==> src/hw/rtl/alb_pkg.sv <==
// Shared types and constants for the antialiased line blend rasterizer.
`timescale 1ns / 1ps
package alb_pkg;

  localparam int unsigned MaxWidth   = 256;
  localparam int unsigned MaxHeight  = 256;
  localparam int unsigned StoreDepth = MaxWidth * MaxHeight;
  localparam int unsigned AddrW      = $clog2(StoreDepth);
  localparam logic [10:0] CountMax   = 11'd1024;

  // Configuration register indexes.
  localparam logic [1:0] RegPixelFormat = 2'd0;
  localparam logic [1:0] RegWidth       = 2'd1;
  localparam logic [1:0] RegHeight      = 2'd2;

  typedef struct packed {
    logic               req_type;
    logic signed [11:0] start_x;
    logic signed [11:0] start_y;
    logic signed [11:0] end_x;
    logic signed [11:0] end_y;
    logic [23:0]        line_color;
    logic [8:0]         line_alpha;
  } req_t;

  typedef struct packed {
    logic [23:0] pixel_value;
    logic [10:0] pixels_written;
    logic        line_rejected;
  } rsp_t;

  // What the back end has to do with a queued item.
  typedef enum logic [1:0] {
    K_READ,
    K_EMPTY,
    K_REJECT,
    K_DRAW
  } kind_t;

  // Classified item: endpoints ordered along the major axis.
  typedef struct packed {
    kind_t              kind;
    logic               xmajor;
    logic [8:0]         a0;
    logic [8:0]         b0;
    logic [8:0]         a1;
    logic [8:0]         b1;
    logic signed [9:0]  dmin;
    logic [8:0]         dmaj;
    logic [23:0]        color;
    logic [8:0]         alpha;
  } job_t;

  typedef enum logic [3:0] {
    S_CLEAR,
    S_IDLE,
    S_DIV,
    S_PLOT,
    S_READ,
    S_MIX,
    S_RADDR,
    S_RMEM,
    S_DONE
  } bstate_t;

endpackage

==> src/hw/rtl/alb_front.sv <==
// Front end: accepts request items and classifies them into jobs.
`timescale 1ns / 1ps
module alb_front import alb_pkg::*; (
  input  logic       in_valid,
  output logic       in_stall,
  input  req_t       in_item,
  input  logic [8:0] eff_w,
  input  logic [8:0] eff_h,
  input  logic       q_full,
  input  logic       clearing,
  output logic       push,
  output job_t       job
);

  logic signed [12:0] x1, y1, x2, y2, w13, h13, dx13, dy13;
  logic signed [9:0]  dx, dy;
  logic [8:0]         adx, ady;
  logic               xm, swap, rej, rd_in;

  assign in_stall = q_full | clearing;
  assign push     = in_valid & ~in_stall;

  always_comb begin
    x1   = 13'(in_item.start_x);
    y1   = 13'(in_item.start_y);
    x2   = 13'(in_item.end_x);
    y2   = 13'(in_item.end_y);
    w13  = $signed({4'b0, eff_w});
    h13  = $signed({4'b0, eff_h});
    rd_in = (x1 >= 0) && (x1 < w13) && (y1 >= 0) && (y1 < h13);
    rej  = (x1 < 0) || (x1 > w13) || (x2 < 0) || (x2 > w13) ||
           (y1 < 0) || (y1 > h13) || (y2 < 0) || (y2 > h13);
    // Deltas fit ten bits once both endpoints are on screen.
    dx13 = x2 - x1;
    dy13 = y2 - y1;
    dx   = dx13[9:0];
    dy   = dy13[9:0];
    adx  = dx[9] ? 9'(-dx) : dx[8:0];
    ady  = dy[9] ? 9'(-dy) : dy[8:0];
    xm   = adx > ady;
    swap = xm ? dx[9] : dy[9];

    job.xmajor = xm;
    job.color  = in_item.line_color;
    job.alpha  = in_item.line_alpha;
    job.dmaj   = xm ? adx : ady;
    if (xm) begin
      job.a0   = swap ? x2[8:0] : x1[8:0];
      job.b0   = swap ? y2[8:0] : y1[8:0];
      job.a1   = swap ? x1[8:0] : x2[8:0];
      job.b1   = swap ? y1[8:0] : y2[8:0];
      job.dmin = swap ? -dy : dy;
    end else begin
      job.a0   = swap ? y2[8:0] : y1[8:0];
      job.b0   = swap ? x2[8:0] : x1[8:0];
      job.a1   = swap ? y1[8:0] : y2[8:0];
      job.b1   = swap ? x1[8:0] : x2[8:0];
      job.dmin = swap ? -dx : dx;
    end

    // A read carries its position in the start fields.
    if (in_item.req_type) begin
      job.kind = rd_in ? K_READ : K_EMPTY;
      job.a0   = x1[8:0];
      job.b0   = y1[8:0];
    end else begin
      job.kind = rej ? K_REJECT : K_DRAW;
    end
  end

endmodule

==> config.mk <==
export PLATFORM = sky130hd
export DESIGN_NAME = alb_front
export DESIGN_NICKNAME = d
export VERILOG_FILES = /design/src/hw/rtl/alb_pkg.sv /design/src/hw/rtl/alb_front.sv
export SDC_FILE = /design/constraint.sdc
export NUM_CORES = 1
export LEC_CHECK = 0
export BUFFER_PORTS_ARGS = -buffer_cell sky130_fd_sc_hd__buf_4
export CAP_MARGIN = 20
export CORE_MARGIN = 2
export CORE_UTILIZATION = 55
export DETAILED_ROUTE_END_ITERATION = 6
export PLACE_DENSITY = 0.91
export REMOVE_ABC_BUFFERS = 1
export SLEW_MARGIN = 20
export SYNTH_ARGS = -nofsm -noshare
export SYNTH_HDL_FRONTEND = slang
export SYNTH_SLANG_ARGS = --single-unit
==> constraint.sdc <==
create_clock -name vclk -period 12.53
set_input_delay 1.253 -clock vclk [all_inputs]
set_output_delay 1.253 -clock vclk [all_outputs]
set_load 0.01 [all_outputs]
**Yosys cells after proc, flatten, opt, wreduce, memory -nomap -nowiden**

Index checks and enable logic that the tools add are counted.

- Add/sub/neg operators: 4
- Order comparisons: 13
- Muxes and demuxes: 15
- Bitwise operators: 3
- Reductions and logical operators: 10

Operators with widths:

| cell | count |
|---|---|
| 9-bit 2-to-1 mux | 7 |
| 12-bit by 10-bit greater-than comparator with 1-bit output | 4 |
| 12-bit by 1-bit < comparator with 1-bit output, second input constant | 4 |
| 46-bit 2-to-1 mux | 1 |
| 12-bit by 1-bit greater-or-equal comparator with 1-bit output, second input constant | 2 |
| 12-bit by 10-bit < comparator with 1-bit output | 2 |
| 10-bit 2-to-1 mux | 2 |
| 10-bit negation | 2 |
| 10-bit subtractor | 2 |
| 18-bit 2-to-1 mux | 1 |
| 9-bit greater-than comparator | 1 |
| 1-bit logical OR | 7 |
| 1-bit logical AND | 3 |
| 1-bit 2-to-1 mux | 3 |
| 2-bit 2-to-1 mux | 1 |
| 1-bit AND | 1 |
| 1-bit NOT | 1 |
| 1-bit OR | 1 |

- Bits in registers: 0
- Output and inout port bits: 93
- Logic and storage cells: 45

**Depth between registers and ports, before layout**

Gate-level depths: netlist of run 1.

- Word-level depth: 10
- Gate-level depth with buffers: 21
- Mapped depth without buffers: 20

**Least setup slack after synthesis of run 1**

Ideal clock, no wire load.

- Kind: input port to output port
- Start point: input port in_item[45] (netlist bit)
- End point: output port job[53] (netlist bit)
- Data arrival time: 5.278 ns
- Path slack: 5.999 ns
- Stages on the path: 20
- Cell sequence: inv_1 ha_1 inv_1 fa_1 a211o_1 a21oi_1 a21oi_1 or3_1 o21ai_1 xnor2_1 inv_1 ha_1 o21ai_0 nor2_1 a2111oi_0 a21o_1 clkinv_1 buf_2 buf_1 mux2i_1

RTL lines:

| item | line | source |
|---|---|---|
| start: declaration | alb_front.sv:6 | `input req_t in_item,` |
| end: declaration | alb_front.sv:12 | `output job_t job` |

==> results.env, run 1 <==
STATUS='completed'
GRT_ANTENNA_BEFORE_REPAIR=0
FINALNONFILLERCELLS=799
CORE.ROWCOUNT=33
SYNTH_SIMPLE_GATE_AREA_FRAC=0.194
SYNTHCELLS=618
WORST_SETUP_PATH_END_KIND='output pin'
FLOORPLAN.IO_PINS=196
HOLD_PATH.CLASS='in2out'
GRT_USE_TOTAL=0.345
GRT_FIRST_PASS_WIRELENGTH_UM=24500
SYNTH-XOR-AREA-SHARE=0.0731
REQUIRED_NS=11.28
IR_WORST_VDD_V=0.000133
ROUTE.ANTENNA.REMAINING_NETS=0
SLEW_HEADROOM=0.289
SYNTH.AVG_CELL_AREA_SQ_UM=7.34
Y_DIMENSION_OF_THE_DIE_UM=94.8
POWERDENSITY_nW_PER_UM2=165
POST_SYNTH_MAIN_AREA_CONTRIBUTORS='sky130_fd_sc_hd__ha_1 (18%), sky130_fd_sc_hd__mux2i_1 (16%), sky130_fd_sc_hd__buf_4 (5.8%)'
SYNTH.MUX.AREA_FRACTION=0.164
GRT_OVERFLOW=0
AREA.GROWTH.SYNTH_TO_FINAL_PCT=16.6
FINAL.SETUP.TNS_NS=0
YS_WARN_COUNT=0
MAX_FREQ_MHz=120
TIMING.HOLD.WS_NS=2.51
CP_SLOWEST_CELL='sky130_fd_sc_hd__nor2_2'
CHIPWIDTH_UM=94.8
GATES_RESIZED_CTS_REPAIR=0
DRIVE_GT1_FRAC=0.233
FIRST_GLOBAL_VIAS=4781
CRITPATHARRIVALTIME_NS=7.09
ROUTE.DETAILED.DRC=0
CLOCK_BUFFER_COUNT=0
PLACE_HPWL_UM=12900
ADDER_CELL_SHARE_OF_THE_SYNTHESIZED_AREA=0.188
SEQ_AREA_FRAC_SYNTH=0
DRV_SLEW=0
GRT_SETUP_UNREPAIRED='false'
FLOORPLAN.CORE_AREA_SQ_UM=8090
FF_LATCH_AREA_SQ_UM=0
COMPOUND_CELL_AREA_SHARE_OF_THE_YOSYS_NETLIST=0.249
SEQ_CELLS=0
STATIC-LEAKAGE-POWER_nW=2.68
CP_COMMON_CELL='sky130_fd_sc_hd__buf_4'
MIN_PERIOD_OVER_PERIOD=0.666
LARGEST_FAMILY_OF_LOGIC_CELLS_BY_SYNTHESIZED_AREA='compound AO/OA/AOI/OAI gates'
TIGHTEST_SLEW_NS=1.07
SYN_AREA_SQ_UM=4540
SETUP_VIOL=0
CTS_POST_SETUP_BUFFERS_INSERTED=0
ROUTE.VIAS.TOTAL=5005
WORSTPATHCELLLIST='buf_4 > inv_1 > ha_1 > or4_4 > o21a_1 > o211ai_4 > buf_4 > and2_1 > xor2_1 > inv_1 > ha_1 > a211oi_1 > nor2_1 > a2111oi_0 > a21o_1 > clkinv_1 > buf_4 > nor2_2 > a211oi_1 > buf_4'
WORST_PATH_LARGEST_CELL_DELAY_NS=0.87
YOSYS.AREA.TOP_TYPE='sky130_fd_sc_hd__ha_1'
MAXCAPVIOLCOUNT=0
VIAS_PER_CELL=6.26
NUM-NETS-FINAL=866
SETUP.WORST_PATH.START_CLASS='primary input'
CRITICAL_PATH_CLASS='in2out'
PLACED_CELLS_INCL_TAPS=799
PATH_MAX_FANOUT=36
FLOORPLAN.INITIALDENSITY=0.560
POST-ROUTE-MIN-PERIOD_NS=8.34
CTS_HOLD_BUF=0
INSERTEDDIODECOUNT=0
SYNTHDISTINCTLIBCELLS=71
GLOBALPLACE.CONGESTION=1.05
DIE_AREA_SQ_UM=8990
SYNTH_TOP_AREA_FRAC=0.179
YOSYS.CELL_COUNT.TOP_TYPE='sky130_fd_sc_hd__mux2i_1'
YOSYS-TOP-CELLS-COUNT='sky130_fd_sc_hd__mux2i_1 (73), sky130_fd_sc_hd__ha_1 (65), sky130_fd_sc_hd__nor2_1 (61)'
GRT_MAX_DEGREE=44
ROUTEDWLPERCELL_UM=19.7
NUMPORTBUFFERS=130
FINAL_HOLD_VIOL_COUNT=0
DRC_VIOLATION_TOTAL_AFTER_THE_FIRST_TRITONROUTE_ITERATION=331
DRT-TOTAL-WL_UM=15700
TOTAL_ITERATIONS_OF_THE_FIRST_DETAILED_ROUTING_RUN=5
## metal layers
layer | vias to the layer above | part of all wire | routed length (um) | track usage
li1 | 2356 | - | - | -
met1 | 2255 | 0.42 | 6550 | 0.457
met2 | 342 | 0.43 | 6750 | 0.549
met3 | 52 | 0.12 | 1840 | 0.0902
met4 | 0 | 0.037 | 587 | 0.0978
met5 | - | 0 | 0 | 0
## where the power goes
group          internal (mW)  total (mW)  switching, mW
Sequential                 0           0              0
Clock                      0           0              0
Combinational          0.391       0.873          0.482
## critical path: cells and delay by family
family | cells | cell delay, ns
XOR/XNOR | 1 | 0.20
AND/OR/NAND/NOR | 4 | 1.72
buffers and inverters | 7 | 1.34
adder cells (fa/ha/maj) | 2 | 0.46
AO/OA/AOI/OAI | 6 | 2.08
## layout make-up
cell class,instances,area (sq um)
fillers,716,2810
multi-input cells,503,3940
repair buffers,134,1010
inverters,57,214
well taps,105,131
## kinds of logic after synthesis
group | Yosys count
buffers and inverters | 115
and+or+nand+nor | 174
AOI/OAI and AO/OA | 151
xor gates and xnor gates | 37
muxes | 74
adders and majority gates | 67
## placed cells by master (no fill, tap or decap), types with 3 or more instances in the layout
cell type                  netlist  routed
sky130_fd_sc_hd__a21o_1          7       7
sky130_fd_sc_hd__buf_4          35     134
sky130_fd_sc_hd__xor2_1         15      15
sky130_fd_sc_hd__or3_1           5       5
sky130_fd_sc_hd__a211oi_2       10      10
sky130_fd_sc_hd__xnor2_1        21      21
sky130_fd_sc_hd__o21a_1         11      11
sky130_fd_sc_hd__o21bai_1        5       5
sky130_fd_sc_hd__and3_1          8       8
sky130_fd_sc_hd__nor2_1         61      61
sky130_fd_sc_hd__nor4_1          4       4
sky130_fd_sc_hd__a21oi_1        26      26
sky130_fd_sc_hd__nand2_1        29      29
sky130_fd_sc_hd__nand4_1         6       6
sky130_fd_sc_hd__ha_1           65      65
sky130_fd_sc_hd__a211oi_1       11      11
sky130_fd_sc_hd__o22ai_1         4       4
sky130_fd_sc_hd__o21ai_1        15      15
sky130_fd_sc_hd__inv_1          56      56
sky130_fd_sc_hd__mux2i_1        73      73
sky130_fd_sc_hd__nand4b_1        5       5
sky130_fd_sc_hd__nor2b_1        13      13
sky130_fd_sc_hd__o2111a_1        3       3
sky130_fd_sc_hd__nand3_1        10      10
sky130_fd_sc_hd__or2_2           3       3
sky130_fd_sc_hd__nor3b_1         3       3
sky130_fd_sc_hd__nor3_1         12      12
sky130_fd_sc_hd__o21ai_0        26      26
sky130_fd_sc_hd__o32ai_1         3       3
sky130_fd_sc_hd__nand2b_1        4       4
sky130_fd_sc_hd__a311o_1         3       3
## per-stage QoR
step	cell area, sq um	worst slack, ns	power (mW)	util
floorplan	4150	4.12	0.517	-
global placement	5290	4.42	0.839	0.653
detailed placement	5290	4.27	0.859	0.653
CTS	5290	4.27	0.862	0.653
global route	5290	3.73	0.939	0.653
finish	5290	4.19	0.873	0.653
## path summary, 6_finish.rpt
check | startpoint | endpoint | slack (ns) | depth (start not counted)
max | in_item[72] | job[71] | 4.19 | 20
min | in_item[4] | job[4] | 2.51 | 0
(Power assumes the default switching activity.)
==> run 2, diff against run 1 <==
--- a/config.mk
+++ b/config.mk
@@ -8,9 +8,9 @@
 export BUFFER_PORTS_ARGS = -buffer_cell sky130_fd_sc_hd__buf_4
 export CAP_MARGIN = 20
 export CORE_MARGIN = 2
-export CORE_UTILIZATION = 55
+export CORE_UTILIZATION = 51
 export DETAILED_ROUTE_END_ITERATION = 6
-export PLACE_DENSITY = 0.91
+export PLACE_DENSITY = 0.85
 export REMOVE_ABC_BUFFERS = 1
 export SLEW_MARGIN = 20
 export SYNTH_ARGS = -nofsm -noshare
==> constraint.sdc (replaced) <==
create_clock -name vclk -period 8.5
set_input_delay 0.85 -clock vclk [all_inputs]
set_output_delay 0.85 -clock vclk [all_outputs]
set_load 0.01 [all_outputs]
==> run 2 against run 1 <==
Final cell count grew 0.63%; wire length grew 6.1%; worst setup slack lost 2.7 ns; core utilization shrank 4.2 points; worst hold slack lost 0.81 ns; largest cell class unchanged; highest routed layer unchanged.
==> results.env, run 2 (synthesis results as in run 1) <==
NUMBER_OF_FILLERS_IN_THE_FINAL_LAYOUT=806  # +13%
GLOBALPLACE.CONGESTION=0.989  # -5.6%
GRT_SETUP_UNREPAIRED='false'
DRIVE_GT1_FRAC=0.236  # +0.00220
SETUP.WORST_PATH.START_CLASS='primary input'
CTS_HOLD_BUF=0  # unchanged
GRT.MET1_USAGE=0.445  # -0.0121
MIN-DELAY-START='in_item[10]'
MAX_FREQ_MHz=142
ROUTEDWLPERCELL_UM=20.8  # +5.4%
HOLD_DEPTH=0  # unchanged
GRT_MAX_DEGREE=44  # unchanged
VIAS_PER_CELL=6.30  # +0.65%
AREA.GROWTH.SYNTH_TO_FINAL_PCT=17.0
POWERDENSITY_nW_PER_UM2=246  # +49%
FLOORPLAN.INITIALDENSITY=0.523  # -0.0378
SLEW_HEADROOM=0.274  # -0.0145
LAYOUT.CELLS.MOST_COMMON='sky130_fd_sc_hd__buf_4'
INSERTEDDIODECOUNT=0  # unchanged
GRT_FIRST_PASS_WIRELENGTH_UM=26100  # +6.5%
FF_LATCH_AREA_SQ_UM=0  # unchanged
Y_DIMENSION_OF_THE_DIE_UM=98.3  # +3.7%
DIE_AREA_SQ_UM=9660  # +7.5%
SEQ_CELLS=0  # unchanged
POST-ROUTE-MIN-PERIOD_NS=7.05
PLACE_HPWL_UM=13500  # +4.2%
NUMPORTBUFFERS=130  # unchanged
CRITPATHARRIVALTIME_NS=6.20  # -0.89 ns
FLOORPLAN.CORE_AREA_SQ_UM=8680  # +7.2%
GRT_USE_TOTAL=0.331  # -0.0140
STATIC-LEAKAGE-POWER_nW=2.69  # +0.36%
POST-LAYOUT-TOTAL-POWER_mW=1.31  # +50%
SETUP_VIOL=0  # unchanged
MAXCAPVIOLCOUNT=0  # unchanged
ROUTE.VIAS.TOTAL=5069  # +1.3%
HOLD_PATH.CLASS='in2out'
STATUS='completed'
ROUTING_USAGE_ON_MET3=0.0945  # +0.00430
PATH_MAX_FANOUT=18  # -50%
GLOBALROUTEMET2UTIL=0.536  # -0.0127
WORST_SETUP_PATH_END_KIND='output pin'
DRC_VIOLATION_TOTAL_AFTER_THE_FIRST_TRITONROUTE_ITERATION=311  # -6.0%
FINAL_CELL_MIX='sky130_fd_sc_hd__buf_4 (136), sky130_fd_sc_hd__mux2i_1 (73), sky130_fd_sc_hd__ha_1 (65), sky130_fd_sc_hd__nor2_1 (61), sky130_fd_sc_hd__inv_1 (56)'
GATES_RESIZED_CTS_REPAIR=0  # unchanged
HOLD_END='job[10]'
CLOCK_BUFFER_COUNT=0  # unchanged
MIN_PERIOD_OVER_PERIOD=0.830
ROUTE.ANTENNA.REMAINING_NETS=0  # unchanged
REQUIRED_NS=7.65  # -3.63 ns
DRT-TOTAL-WL_UM=16700  # +6.1%
FINAL.SETUP.TNS_NS=0  # unchanged
DRV_SLEW=0  # unchanged
CORE.ROWCOUNT=34  # +3.0%
TOTAL_ITERATIONS_OF_THE_FIRST_DETAILED_ROUTING_RUN=5  # unchanged
NUM-NETS-FINAL=868  # +0.23%
GRT_MOST_USED_LAYER='met2'
FLOORPLAN.IO_PINS=196  # unchanged
FIRST_GLOBAL_VIAS=4796  # +0.31%
GRT_OVERFLOW=0  # unchanged
CRITICAL_PATH_CLASS='in2out'
ROUTE.DETAILED.DRC=0  # unchanged
CHIPWIDTH_UM=98.3  # +3.7%
GRT_ANTENNA_BEFORE_REPAIR=0  # unchanged
CTS_POST_SETUP_BUFFERS_INSERTED=0  # unchanged
FINAL_HOLD_VIOL_COUNT=0  # unchanged
TIGHTEST_SLEW_NS=1.09  # +0.0217 ns
IR_WORST_VDD_V=0.000184  # +38%
-- run 2: layout make-up --
type,instances,area [sq um],area share
Multi-Input combinational cell,503,3940,0.742
Tap cell,108,135,0.0255
Timing Repair Buffer,136,1020,0.192
Inverter,57,214,0.0403
-- run 2: routing by layer --
layer,share of wire,up-vias
met1,0.43,2409
met2,0.44,278
met3,0.11,22
li1,-,2360
met5,0,-
met4,0.017,0
-- run 2: worst max path at each step --
stage / cells after the start / startpoint / end / slack [ns]
after CTS: 22 / in_item[45] / job[72] / 1.56
final: 22 / in_item[45] / job[72] / 1.45
after floorplan: 16 / in_item[58] / job[70] / 0.90
after global routing: 21 / in_item[33] / job[72] / 1.17
after global placement: 22 / in_item[45] / job[72] / 1.63
after detailed placement: 22 / in_item[45] / job[72] / 1.60
-- run 2: power by group --
part	internal [mW]	switching [mW]	leakage, nW
clock network	0	0	0
logic	0.589	0.719	2.69
registers	0	0	0
total	0.589	0.719	2.69
-- run 2: metrics by stage --
step	cells	setup WS, ns	cell area, sq um	util	hold WS, ns
final	804	1.45	5310	0.611	1.70
after global routing	804	1.17	5310	0.611	1.70
after CTS	804	1.56	5310	0.611	1.70
after detailed placement	804	1.60	5310	0.611	1.70
after global placement	804	1.63	5310	0.611	1.70
after floorplan	560	0.898	4150	-	1.70
-- run 2: critical path: stages --
cell	delay [ns]
sky130_fd_sc_hd__buf_4	0.13
sky130_fd_sc_hd__inv_1	0.09
sky130_fd_sc_hd__ha_1	0.19
sky130_fd_sc_hd__inv_1	0.06
sky130_fd_sc_hd__fa_1	0.44
sky130_fd_sc_hd__a211o_1	0.35
sky130_fd_sc_hd__a21oi_1	0.13
sky130_fd_sc_hd__a21oi_1	0.11
sky130_fd_sc_hd__or3_1	0.48
sky130_fd_sc_hd__and2_1	0.20
sky130_fd_sc_hd__xor2_1	0.24
sky130_fd_sc_hd__inv_1	0.08
sky130_fd_sc_hd__ha_1	0.21
sky130_fd_sc_hd__a211oi_1	0.27
sky130_fd_sc_hd__nor2_1	0.08
sky130_fd_sc_hd__a2111oi_0	0.39
sky130_fd_sc_hd__a21o_1	0.16
sky130_fd_sc_hd__clkinv_1	0.18
sky130_fd_sc_hd__buf_4	0.27
sky130_fd_sc_hd__nor2_2	0.84
sky130_fd_sc_hd__a211oi_1	0.23
sky130_fd_sc_hd__buf_4	0.22
