==> src/hw/rtl/alb_pkg.sv <==
// Shared types and constants for the antialiased line blend rasterizer.
`timescale 1ns / 1ps
package alb_pkg;

  localparam int unsigned MaxWidth   = 256;
  localparam int unsigned MaxHeight  = 256;
  localparam int unsigned StoreDepth = MaxWidth * MaxHeight;
  localparam int unsigned AddrW      = $clog2(StoreDepth);
  localparam logic [10:0] CountMax   = 11'd1024;

  // Configuration register indexes.
  localparam logic [1:0] RegPixelFormat = 2'd0;
  localparam logic [1:0] RegWidth       = 2'd1;
  localparam logic [1:0] RegHeight      = 2'd2;

  typedef struct packed {
    logic               req_type;
    logic signed [11:0] start_x;
    logic signed [11:0] start_y;
    logic signed [11:0] end_x;
    logic signed [11:0] end_y;
    logic [23:0]        line_color;
    logic [8:0]         line_alpha;
  } req_t;

  typedef struct packed {
    logic [23:0] pixel_value;
    logic [10:0] pixels_written;
    logic        line_rejected;
  } rsp_t;

  // What the back end has to do with a queued item.
  typedef enum logic [1:0] {
    K_READ,
    K_EMPTY,
    K_REJECT,
    K_DRAW
  } kind_t;

  // Classified item: endpoints ordered along the major axis.
  typedef struct packed {
    kind_t              kind;
    logic               xmajor;
    logic [8:0]         a0;
    logic [8:0]         b0;
    logic [8:0]         a1;
    logic [8:0]         b1;
    logic signed [9:0]  dmin;
    logic [8:0]         dmaj;
    logic [23:0]        color;
    logic [8:0]         alpha;
  } job_t;

  typedef enum logic [3:0] {
    S_CLEAR,
    S_IDLE,
    S_DIV,
    S_PLOT,
    S_READ,
    S_MIX,
    S_RADDR,
    S_RMEM,
    S_DONE
  } bstate_t;

endpackage

==> src/hw/rtl/alb_queue.sv <==
// Two-entry queue of classified jobs between front and back end.
`timescale 1ns / 1ps
module alb_queue import alb_pkg::*; (
  input  logic clk,
  input  logic rst,
  input  logic push,
  input  job_t push_job,
  input  logic pop,
  output job_t head,
  output logic empty,
  output logic full
);

  job_t       slots [2];
  logic       wr_ptr, rd_ptr;
  logic [1:0] fill;

  assign empty = (fill == 2'd0);
  assign full  = (fill == 2'd2);
  assign head  = slots[rd_ptr];

  always_ff @(posedge clk) begin
    if (rst) begin
      wr_ptr <= 1'b0;
      rd_ptr <= 1'b0;
      fill   <= 2'd0;
    end else begin
      if (push) begin
        wr_ptr <= ~wr_ptr;
      end
      if (pop) begin
        rd_ptr <= ~rd_ptr;
      end
      fill <= fill + 2'(push) - 2'(pop);
    end
  end

  always_ff @(posedge clk) begin
    if (push) begin
      slots[wr_ptr] <= push_job;
    end
  end

endmodule

==> config.mk <==
export PLATFORM = sky130hd
export DESIGN_NAME = alb_queue
export DESIGN_NICKNAME = d
export VERILOG_FILES = /design/src/hw/rtl/alb_pkg.sv /design/src/hw/rtl/alb_queue.sv
export SDC_FILE = /design/constraint.sdc
export NUM_CORES = 1
export LEC_CHECK = 0
export ABC_CLOCK_PERIOD_IN_PS = 5200
export BUFFER_PORTS_ARGS = -buffer_cell sky130_fd_sc_hd__clkbuf_2
export CORE_ASPECT_RATIO = 1.1
export CORE_MARGIN = 2
export CORE_UTILIZATION = 47
export CTS_CLUSTER_SIZE = 28
export DETAILED_ROUTE_END_ITERATION = 6
export GPL_TIMING_DRIVEN = 0
export PLACE_DENSITY = 0.75
export SLEW_MARGIN = 20
export SYNTH_ARGS = -nofsm -noshare
export SYNTH_HDL_FRONTEND = slang
export SYNTH_SLANG_ARGS = --single-unit
==> constraint.sdc <==
create_clock -name clk -period 5.2 [get_ports clk]
set_input_delay 0.26 -clock clk [delete_from_list [all_inputs] [get_ports clk]]
set_output_delay 0.26 -clock clk [all_outputs]
set_load 0.02 [all_outputs]
Word-level counts from Yosys, hierarchy flattened
Memories as Yosys holds them, arrays and structs flattened. A register that Yosys moved wholly into a read port is not among the register bits.
Cells that the tools add are included.

cells by class
  add/subtract/negate cells = 2
  multiply operators = 0
  divide/modulo/power cells = 0
  order comparisons = 0
  eq/ne operators = 1
  shift operators = 0
  muxes and demuxes = 4
  bitwise operators = 2
  reductions and logical operators = 1

operators with widths
  operator                                     number
  2-to-1 mux 1 bit                             4
  adder 2 x 1 -> 2 bit                         1
  equality test 2 bit (second input constant)  1
  zero test 2 bit                              1
  NOT 1 bit                                    2
  subtractor 2 x 1 -> 2 bit                    1

word-level totals
  bits in registers = 4
  latch bits = 0
  RAM bits = 182
  memory bits (read-only) = 0
  input bits = 95
  output and inout port bits = 93
  word-level logic and storage cells = 14
  memories kept = 1

memories
  name   depth  width  read ports  clocked after Yosys merged registers in  wr ports  line             source
  slots  2      91     1           1                                        1         alb_queue.sv:14  job_t slots [2];

Depth between registers and ports, before layout
Gate-level depths: netlist of the first run.

  depth after elaboration = 3
  gate-level depth with buffers = 6
  mapped depth without buffers = 6

Least setup slack after synthesis of the first run
OpenSTA, ideal clock, no wires.

  kind = flip-flop to flip-flop
  start = register wr_ptr
  end = memory slots[0][0] in the netlist's numbering (enable)
  setup time = 0.552 ns
  data arrival time = 4.359 ns
  data required time = 4.648 ns
  path slack = 0.288 ns
  stages on the path, launching flop included = 2
  buffers on the path = 0
  clock period less this slack = 4.912 ns
  cells stage by stage = dfxtp_1 > nor2b_1

RTL lines
  element                 line             source
  start, declared         alb_queue.sv:15  logic wr_ptr, rd_ptr;
  start signal, assigned  alb_queue.sv:29  wr_ptr <= ~wr_ptr;
  end, declared           alb_queue.sv:14

No word-level cell before the write port.

==> flow_metrics.env, run 1 <==
export IMPL_status="finished clean"
export IMPL_synth_nets=401
export IMPL_dr_wl_met3_um=893
export IMPL_cts_tree="built"
export IMPL_ant_nets=0
export IMPL_fin_area_sq_um=9180
export IMPL_clockBufferDepth=2
export IMPL_num_antenna_cells=0
export IMPL_routedWlPerCell_um=16.3
export IMPL_end_kind="output pin"
export IMPL_pwr_share_clk_pct=36.5
export IMPL_grt_overflow=0
export IMPL_routed_wirelength_mm=11.8
export IMPL_vias=3451
export IMPL_drc_errors=0
export IMPL_setup_viol=0
export IMPL_coreArea_sq_um=15100
export IMPL_ys_warnings_count=0
export IMPL_rows=47
export IMPL_maxUsedRoutingLayer="met4"
export IMPL_drt_iter0_drc=130
export IMPL_synth_cell_types=13
export IMPL_path_cells="buf_6 > buf_12 > mux2_4 > clkbuf_2"
export IMPL_grt_use_total_pct=14.7
export IMPL_start_util_pct=48.1
export IMPL_met2_length_mm=6.19
export IMPL_die_w_um=122
export IMPL_htreeDepth=4
export IMPL_grt_max_degree=47
export IMPL_path_delay_family="buffers and inverters"
export IMPL_path_max_fanout=10
export IMPL_wl_met1_mm=4.46
export IMPL_grt_antenna_before_repair=0
export IMPL_clk_pin_slew_worst_paths_ns=0.07
export IMPL_cp_start_kind="flip-flop"
export IMPL_synth_commonest_cells="edfxtp_1 (182), mux2_4 (90), buf_12 (9), dfxtp_1 (5), nor2_1 (5)"
export IMPL_io_pins=188
export IMPL_first_pass_iters=4
export IMPL_fmax_ghz=0.516
export IMPL_maxCapViolations=0
export IMPL_fin_util_pct=61.0
export IMPL_fp_dieH_um=134
export IMPL_clock_sinks=187
export IMPL_io_buffers=187
export IMPL_hpwlAfterDp_mm=8.33
export IMPL_rsz0062_at_grt="no"
export IMPL_syn_cell_area_sq_um=7240
export IMPL_cpMaxStageDelayCell="dfxtp_1"
export IMPL_area_delta_synth_final_pct=26.8
export IMPL_cts_buffers=17
export IMPL_hold_violations=0
export IMPL_path_class="reg2out"
export IMPL_place_area_sq_um=8560
export IMPL_switching_share_pct=22.6
export IMPL_postCtsHoldBufs=0
export IMPL_ys_seq_area_share_pct=76.9
export IMPL_worstPathRequired_ns=4.94
export IMPL_powerDensity_nw_per_um2=397
export IMPL_synth_seq_cells=187
export IMPL_clock_latency_ns=0.42
export IMPL_cts_resized=0
export IMPL_cp_num_buf_inv=3
export IMPL_p_int_w=0.00282
export IMPL_power_frac_comb_pct=14.6
export IMPL_routabilityCongestion=0.688
export IMPL_grt_pass1_wl_mm=17.7
export IMPL_syn_inst=304
export IMPL_die_area_sq_um=16400
export IMPL_via_per_inst=4.77
export IMPL_ir_drop_uv=270
export IMPL_p_seq_share_pct=48.9
export IMPL_grt_pass1_vias=3573
export IMPL_leakage_nw=3.72
export IMPL_finalClockSkew_ns=0.00542
export IMPL_synth_edf_count=182
export IMPL_synth_main_ff_cell="edfxtp_1"
export IMPL_yosys_area_top_type="edfxtp_1"
export IMPL_cp_arrival_ns=1.68
export IMPL_postCtsSetupBuffers=0
export IMPL_synth_area_per_cell_sq_um=23.8
export IMPL_nets=612
export IMPL_post_route_min_period_ns=1.94
export IMPL_slew_headroom_pct=55.0
export IMPL_synth_area_leaders="edfxtp_1 (76%), mux2_4 (19%), buf_12 (2.5%), dfxtp_1 (1.4%), ha_1 (0.35%)"
export IMPL_holdCritPathClass="in2reg"
export IMPL_slew_viol_final=0
export IMPL_root_buffer="clkbuf_16"
export IMPL_fin_crit_sh_pct=37.3
export IMPL_yosysMostFrequentCell="edfxtp_1"
export IMPL_tightest_slew_ns=0.675
export IMPL_async_flop_share_pct=0
export IMPL_p_switching_w=0.000823
export IMPL_critPathMaxStageDelay_ns=0.33
export IMPL_synth_top_area_share_pct=75.5
export IMPL_drive_above_1_share_pct=61.4
-- worst reg2reg max path, delay by kind of cell (launching register included) --
kind,cells,cell delay [ns]
buffers and inverters,1,0.33
flip-flops,1,0.40
AND/OR/NAND/NOR,1,0.61
-- placed cells by master (no fill, tap or decap) --
master,synthesis,routed
nor2b_1,3,2
inv_1,2,2
clkinv_2,0,2
buf_6,1,1
nor2_1,5,5
mux2_2,1,1
inv_6,0,4
clkinv_1,0,2
bufinv_16,0,4
dfxtp_1,5,5
xnor3_1,1,1
and2_4,0,1
clkbuf_16,0,17
buf_16,0,4
edfxtp_1,182,182
ha_1,2,2
clkbuf_1,0,1
mux2_4,90,90
xnor2_1,2,2
clkinv_4,0,2
clkbuf_2,0,187
buf_12,9,10
nor2b_4,0,1
-- through the flow --
step                hold slack [ns]  total power (W)  setup TNS, ns  setup WS [ns]  instances
global placement              0.450          0.00234        -165.12          -1.82        687
floorplan                     0.332          0.00218              0          0.288        304
global route                0.00274          0.00378              0           3.18        724
CTS                         0.00189          0.00369              0           3.21        724
finish                       0.0234          0.00364              0           3.26        724
detailed placement            0.453          0.00236              0           3.48        692
-- layout make-up --
class | count | area, sq um
clock buffers | 18 | 429
fillers | 1134 | 5880
flip-flops and latches | 187 | 5570
well taps | 196 | 245
clock inverters | 14 | 190
inverters | 2 | 7.51
plain buffers | 10 | 191
repair buffers | 192 | 1070
multi-input cells | 105 | 1480
-- logic make-up after synthesis --
kind of cell | Yosys count | share of synthesized area (%)
mux | 91 | 18.8
flops | 187 | 76.9
xor+xnor | 3 | 0.553
simple gates | 9 | 0.605
buf+inv | 12 | 2.75
fa+ha+maj | 2 | 0.346
-- routing by layer --
metal	GRT usage (%)	vias up
met3	5.65	19
li1	-	1627
met4	6.64	0
met1	16.3	1683
met2	24.9	122
met5	0	-
-- sequential cells by signal, summed over array words and instances, names as in the netlist, named ones only --
register	flops
slots	182
fill	2
wr_ptr	1
rd_ptr	1
-- path summary, 6_finish.rpt --
| kind | slack, ns | startpoint | cells after the start | to |
|---|---|---|---|---|
| worst min register to register | 0.54 | rd_ptr$_SDFFE_PP0P_ | 2 | flip-flop |
| worst max register to register | 3.50 | wr_ptr$_SDFFE_PP0P_ | 2 | slots[1][11]$_DFFE_PP_ |
| worst min-delay path | 0.02 | push_job[67] | 1 | slots[1][67]$_DFFE_PP_ |
| worst max-delay path | 3.26 | flip-flop | 4 | head[79] |
-- power groups by stage --
stage	clock [W]	sequential [W]	combinational (W)
after floorplan	0	0.00182	0.000362
after global placement	0	0.00183	0.000511
after detailed placement	0	0.00182	0.000541
after CTS	0.00136	0.00178	0.000543
after global routing	0.00142	0.00179	0.000569
final	0.00133	0.00178	0.000533
Power figures use the tool's default switching activity.
==> run 2, diff against run 1 <==
--- a/config.mk
+++ b/config.mk
@@ -5,7 +5,8 @@
 export SDC_FILE = /design/constraint.sdc
 export NUM_CORES = 1
 export LEC_CHECK = 0
-export ABC_CLOCK_PERIOD_IN_PS = 5200
+export ABC_AREA = 1
+export ABC_CLOCK_PERIOD_IN_PS = 1700
 export BUFFER_PORTS_ARGS = -buffer_cell sky130_fd_sc_hd__clkbuf_2
 export CORE_ASPECT_RATIO = 1.1
 export CORE_MARGIN = 2
==> constraint.sdc (replaced) <==
create_clock -name clk -period 1.7 [get_ports clk]
set_input_delay 0.085 -clock clk [delete_from_list [all_inputs] [get_ports clk]]
set_output_delay 0.085 -clock clk [all_outputs]
set_load 0.02 [all_outputs]
==> flow_metrics.env, run 2 <==
export IMPL_synth_cell_types=14
export IMPL_first_pass_iters=5
export IMPL_grt_pass1_vias=4344
export IMPL_grt_antenna_before_repair=0
export IMPL_cts_buffers=17
export IMPL_yosysMostFrequentCell="edfxtp_1"
export IMPL_worstPathRequired_ns=1.62
export IMPL_yosys_area_top_type="edfxtp_1"
export IMPL_coreArea_sq_um=15100
export IMPL_clock_sinks=187
export IMPL_rsz0062_at_grt="yes"
export IMPL_synth_nets=411
export IMPL_yosys_area_share_xor_xnor_pct=0.121
export IMPL_fin_area_sq_um=10300
export IMPL_async_flop_share_pct=0
export IMPL_grt_overflow=0
export IMPL_tightest_slew_ns=0.581
export IMPL_routabilityCongestion=0.696
export IMPL_synth_top_area_share_pct=75.5
export IMPL_multi_input_area_sq_um=1470
export IMPL_area_delta_synth_final_pct=41.8
export IMPL_leakage_nw=4.16
export IMPL_via_per_inst=4.76
export IMPL_clockBufferDepth=2
export IMPL_slew_headroom_pct=61.2
export IMPL_hold_slack_ns=0.403
export IMPL_hpwlAfterDp_mm=8.88
export IMPL_min_to="slots[0][29]$_DFFE_PP_"
export IMPL_io_pins=188
export IMPL_routed_wirelength_mm=14.2
export IMPL_drc_errors=0
export IMPL_largest_reg_flops=182
export IMPL_synth_compound_area_share_pct=0.0691
export IMPL_nets=726
export IMPL_fin_setup_tns_ns=0
export IMPL_synth_area_per_cell_sq_um=23.1
export IMPL_grt_use_total_pct=17.5
export IMPL_synth_top_family_by_area="multiplexers"
export IMPL_place_area_sq_um=8570
export IMPL_htreeDepth=4
export IMPL_die_w_um=122
export IMPL_worstReg2RegStart="wr_ptr$_SDFFE_PP0P_"
export IMPL_holdCritPathClass="in2reg"
export IMPL_post_route_min_period_ns=1.66
export IMPL_hold_violations=0
export IMPL_routedWlPerCell_um=17.0
export IMPL_vias=3981
export IMPL_timing_rr_end="slots[1][63]$_DFFE_PP_"
export IMPL_start_util_pct=48.1
export IMPL_root_buffer="clkbuf_16"
export IMPL_path_max_fanout=10
export IMPL_synth_seq_cells=187
export IMPL_reg2reg_depth=4
export IMPL_cp_start_kind="flip-flop"
export IMPL_synth_main_ff_cell="edfxtp_1"
export IMPL_ir_drop_uv=845
export IMPL_grt_pass1_wl_mm=21.5
export IMPL_synth_area_leaders="edfxtp_1 (75%), mux2_4 (19%), buf_12 (2.5%), dfxtp_1 (1.4%), inv_1 (0.41%)"
export IMPL_rows=47
export IMPL_synth_commonest_cells="edfxtp_1 (182), mux2_4 (90), buf_12 (9), inv_1 (8), nor2_1 (8)"
export IMPL_fin_crit_sh_pct=97.8
export IMPL_top_regs="slots x182, fill x2"
export IMPL_hold_path_startpoint="push_job[29]"
export IMPL_synthAdderAreaFrac_pct=0.345
export IMPL_slew_viol_final=0
export IMPL_seq_area_sq_um=5570
export IMPL_drt_iter0_drc=185
export IMPL_ys_seq_area_share_pct=76.8
export IMPL_fin_util_pct=68.2
export IMPL_hold_path_depth=2
export IMPL_maxCapViolations=0
export IMPL_clock_latency_ns=0.41
export IMPL_end_kind="output pin"
export IMPL_regToRegSetupSlack_ns=0.08
export IMPL_muxShareOfSynthArea_pct=18.8
export IMPL_powerDensity_nw_per_um2=1050
export IMPL_cts_tree="built"
export IMPL_largest_register="slots"
export IMPL_synth_edf_count=182
export IMPL_cp_arrival_ns=1.58
export IMPL_grt_max_degree=28
export IMPL_syn_cell_area_sq_um=7240
export IMPL_clk_pin_slew_worst_paths_ns=0.06
export IMPL_io_buffers=187
export IMPL_die_area_sq_um=16400
export IMPL_status="finished clean"
export IMPL_setup_viol=0
export IMPL_ys_warnings_count=0
export IMPL_fmax_ghz=0.601
export IMPL_mostFrequentLayoutCells="edfxtp_1 (182), clkbuf_2 (157), dlygate4sd3_1 (95)"
export IMPL_ant_nets=0
export IMPL_fillers=1029
export IMPL_fp_dieH_um=134
export IMPL_path_class="reg2out"
export IMPL_drive_above_1_share_pct=52.1
export IMPL_syn_inst=314
export IMPL_layout_commonest_cell="edfxtp_1"
export IMPL_finalClockSkew_ns=0.00362
export IMPL_num_antenna_cells=0
export IMPL_synthSimpleGateAreaFrac_pct=0.760
[run 2: cell types whose count changed in the layout (fill, tap and decap cells not counted), moves of 5 or more]
cell,before,now
buf_6,1,8
buf_4,0,6
inv_1,2,7
dlygate4sd3_1,0,95
buf_2,0,16
clkbuf_2,187,157
[run 2: final cells by class]
| type | count | area share (%) |
|---|---|---|
| Timing Repair inverter | 1 | 0.0487 |
| Multi-Input combinational cell | 110 | 14.3 |
| Inverter | 8 | 0.329 |
| Clock buffer | 19 | 4.21 |
| Sequential cell | 187 | 54.2 |
| Buffer | 10 | 1.95 |
| Clock inverter | 12 | 0.987 |
| Timing Repair Buffer | 294 | 21.5 |
| Tap cell | 196 | 2.39 |
[run 2: metal layers]
layer / global-route usage [%] / wire length (um) / vias to the layer above
met5: 0 / 0 / -
li1: - / - / 1872
met2: 30.8 / 7630 / 150
met1: 19.8 / 5350 / 1920
met3: 4.59 / 799 / 39
met4: 7.92 / 456 / 0
[run 2: per-stage QoR]
stage / setup WS [ns] / total power, W / cells
6_report: 0.0370 / 0.0108 / 837
5_1_grt: -0.0180 / 0.0112 / 837
4_1_cts: 0.00141 / 0.0108 / 834
3_5_place_dp: -0.0230 / 0.00705 / 703
3_3_place_gp: -1.21 / 0.00697 / 697
2_1_floorplan: -0.425 / 0.00653 / 314
[run 2: cell families after synthesis]
group                    count (synthesis)
buffers and inverters                   18
flip-flops                             187
AO/OA/AOI/OAI                            1
adder cells (fa/ha/maj)                  2
XOR/XNOR                                 1
AND/OR/NAND/NOR                         14
multiplexers                            91
[run 2: worst max path at each step]
| stage | startpoint | end | slack (ns) | cells after the start |
|---|---|---|---|---|
| after CTS | flip-flop | head[82] | 0.001 | 4 |
| after global routing | flip-flop | head[50] | -0.02 | 4 |
| after floorplan | wr_ptr$_SDFFE_PP0P_ | slots[1][0]$_DFFE_PP_ | -0.42 | 2 |
| final | flip-flop | head[50] | 0.04 | 4 |
| after global placement | wr_ptr$_SDFFE_PP0P_ | slots[1][34]$_DFFE_PP_ | -1.21 | 2 |
| after detailed placement | wr_ptr$_SDFFE_PP0P_ | slots[1][26]$_DFFE_PP_ | -0.02 | 4 |
[run 2: power breakdown]
part,internal (W),switching (W)
Combinational,0.000957,0.000869
Sequential,0.00534,0.0000714
Clock,0.00200,0.00155
Total,0.00829,0.00249
[run 2: worst max-delay path: stages (launching register included)]
cell and delay [ns]:
dfxtp_4 0.38, buf_16 0.16, buf_12 0.15, mux2_4 0.30
clkbuf_2 0.17
[run 2: what timing repair did]
item,4_1_cts,5_1_grt
resized for setup,12,48
buffers inserted,1,2
cloned,4,1
pin swaps,1,1
hold endpoints to repair,187,0
hold buffers,95,0
endpoints found under the setup margin,142,67
==> run 3, diff against run 2 <==
==> constraint.sdc (replaced) <==
create_clock -name clk -period 1.7 [get_ports clk]
set_input_delay 0.34 -clock clk [delete_from_list [all_inputs] [get_ports clk]]
set_output_delay 0.34 -clock clk [all_outputs]
set_load 0.02 [all_outputs]
==> flow_metrics.env, run 3 (same netlist as run 2, synthesis figures left out) <==
export IMPL_via_per_inst=4.80
export IMPL_clock_sinks=187
export IMPL_htreeDepth=4
export IMPL_critPathMaxStageDelay_ns=0.39
export IMPL_status="finished, violations left"
export IMPL_timing_rr_end="slots[0][58]$_DFFE_PP_"
export IMPL_area_delta_synth_final_pct=32.5
export IMPL_powerDensity_nw_per_um2=1120
export IMPL_postCtsHoldBufs=0
export IMPL_violations="negative setup slack"
export IMPL_io_buffers=187
export IMPL_leakage_nw=3.85
export IMPL_fillers=1094
export IMPL_maxUsedRoutingLayer="met4"
export IMPL_die_w_um=122
export IMPL_cp_arrival_ns=1.59
export IMPL_grt_max_degree=34
export IMPL_clk_pin_slew_worst_paths_ns=0.07
export IMPL_worstReg2RegStart="wr_ptr$_SDFFE_PP0P_"
export IMPL_first_pass_iters=4
export IMPL_cpMaxStageDelayCell="dfxtp_4"
export IMPL_finalClockSkew_ns=0.00576
export IMPL_fin_util_pct=63.8
export IMPL_drt_iter0_drc=120
export IMPL_hold_violations=0
export IMPL_mostFrequentLayoutCells="edfxtp_1 (182), clkbuf_2 (129), mux2_4 (91)"
export IMPL_regToRegSetupSlack_ns=0.11
export IMPL_coreArea_sq_um=15100
export IMPL_hold_slack_ns=0.108
export IMPL_io_pins=188
export IMPL_routed_wirelength_mm=12.6
export IMPL_rsz0062_at_grt="yes"
export IMPL_multi_input_area_sq_um=1470
export IMPL_fmax_ghz=0.519
export IMPL_root_buffer="clkbuf_16"
export IMPL_holdCritPathClass="in2reg"
export IMPL_vias=3553
export IMPL_rows=47
export IMPL_slew_headroom_pct=55.5
export IMPL_worstPathRequired_ns=1.36
export IMPL_cts_tree="built"
export IMPL_cts_buffers=17
export IMPL_routedWlPerCell_um=17.0
export IMPL_grt_antenna_before_repair=0
export IMPL_seq_area_sq_um=5570
export IMPL_grt_overflow=0
export IMPL_hold_path_depth=1
export IMPL_clockBufferDepth=2
export IMPL_nets=628
export IMPL_ir_drop_uv=770
export IMPL_clock_latency_ns=0.42
export IMPL_hold_path_startpoint="push_job[78]"
export IMPL_grt_pass1_vias=3841
export IMPL_hpwlAfterDp_mm=8.67
export IMPL_grt_pass1_wl_mm=19.1
export IMPL_ant_nets=0
export IMPL_largest_reg_flops=182
export IMPL_crit_top_cell="buf_12"
export IMPL_setup_viol=91
export IMPL_num_antenna_cells=0
export IMPL_routabilityCongestion=0.673
export IMPL_tightest_slew_ns=0.664
export IMPL_end_kind="output pin"
export IMPL_slew_viol_final=0
export IMPL_largest_register="slots"
export IMPL_met2_length_mm=6.76
export IMPL_dr_wl_met3_um=871
export IMPL_grt_use_total_pct=15.7
export IMPL_drc_errors=0
export IMPL_cp_start_kind="flip-flop"
export IMPL_reg2reg_depth=3
export IMPL_path_class="reg2out"
export IMPL_fin_crit_sh_pct=113
export IMPL_path_max_fanout=10
export IMPL_min_to="slots[0][78]$_DFFE_PP_"
export IMPL_drive_above_1_share_pct=61.2
export IMPL_fin_setup_tns_ns=-18.59
export IMPL_maxCapViolations=0
export IMPL_setup_slack_ns=-0.228
export IMPL_wl_met1_mm=4.75
export IMPL_start_util_pct=48.1
export IMPL_fp_dieH_um=134
export IMPL_fin_total_pwr_w=0.0108
export IMPL_layout_commonest_cell="edfxtp_1"
export IMPL_post_route_min_period_ns=1.93
export IMPL_die_area_sq_um=16400
export IMPL_top_regs="slots x182, fill x2"
export IMPL_path_cells="buf_12 > buf_12 > mux2_4 > clkbuf_2"
run 3: cell types whose count changed in the layout (fill, tap and decap cells not counted), moves of 2 or more:
cell	before	now
dlygate4sd3_1	95	0
buf_6	8	38
clkbuf_2	157	129
buf_8	2	9
buf_2	16	10
buf_4	6	1
clkbuf_8	1	5
clkinv_2	4	1
buf_12	14	12
buf_16	4	6
inv_6	0	2
run 3: how the worst max path moves through the flow:
stage | slack [ns] | endpoint | cells after the start
finish | -0.23 | head[40] | 4
global route | -0.28 | head[32] | 4
CTS | -0.27 | head[23] | 4
detailed placement | -0.22 | slots[1][67]$_DFFE_PP_ | 4
global placement | -1.38 | slots[1][67]$_DFFE_PP_ | 3
floorplan | -0.42 | slots[1][0]$_DFFE_PP_ | 2
run 3: what timing repair did:
| action | CTS | global route |
|---|---|---|
| setup endpoints to repair | 91 | 157 |
| buffers inserted | 0 | 1 |
| hold endpoints to repair | 0 | 0 |
| gates resized for setup | 27 | 133 |
| cloned | 2 | 2 |
run 3: metal layers:
layer | GRT usage [%] | vias to the layer above
met5 | 0 | -
met4 | 6.83 | 0
met3 | 5.10 | 16
met2 | 27.4 | 117
met1 | 17.4 | 1755
li1 | - | 1665
run 3: stage by stage:
| step | setup WS [ns] | instance area (sq um) | cells |
|---|---|---|---|
| global route | -0.284 | 9600 | 740 |
| detailed placement | -0.216 | 8600 | 703 |
| global placement | -1.38 | 8450 | 697 |
| finish | -0.228 | 9600 | 740 |
| CTS | -0.266 | 9310 | 737 |
| floorplan | -0.425 | 7270 | 314 |
run 3: power breakdown:
part           internal, W  switching, W
combinational     0.000933      0.000837
clock              0.00203       0.00158
sequential         0.00534     0.0000723
total              0.00830       0.00249
run 3: worst max-delay path: cells and delay by family, from the launching register on:
family / cells / cell delay, ns
mux: 1 / 0.31
flops: 1 / 0.39
buf+inv: 3 / 0.47
run 3: area by class of cell:
type | instances | area share (%)
timing repair buffer | 197 | 15.7
buffer | 10 | 2.09
multi-input combinational | 109 | 15.3
inverter | 8 | 0.482
sequential | 187 | 58.0
clock buffer | 24 | 5.12
timing repair inverter | 1 | 0.0521
clock inverter | 8 | 0.613
tap | 196 | 2.56
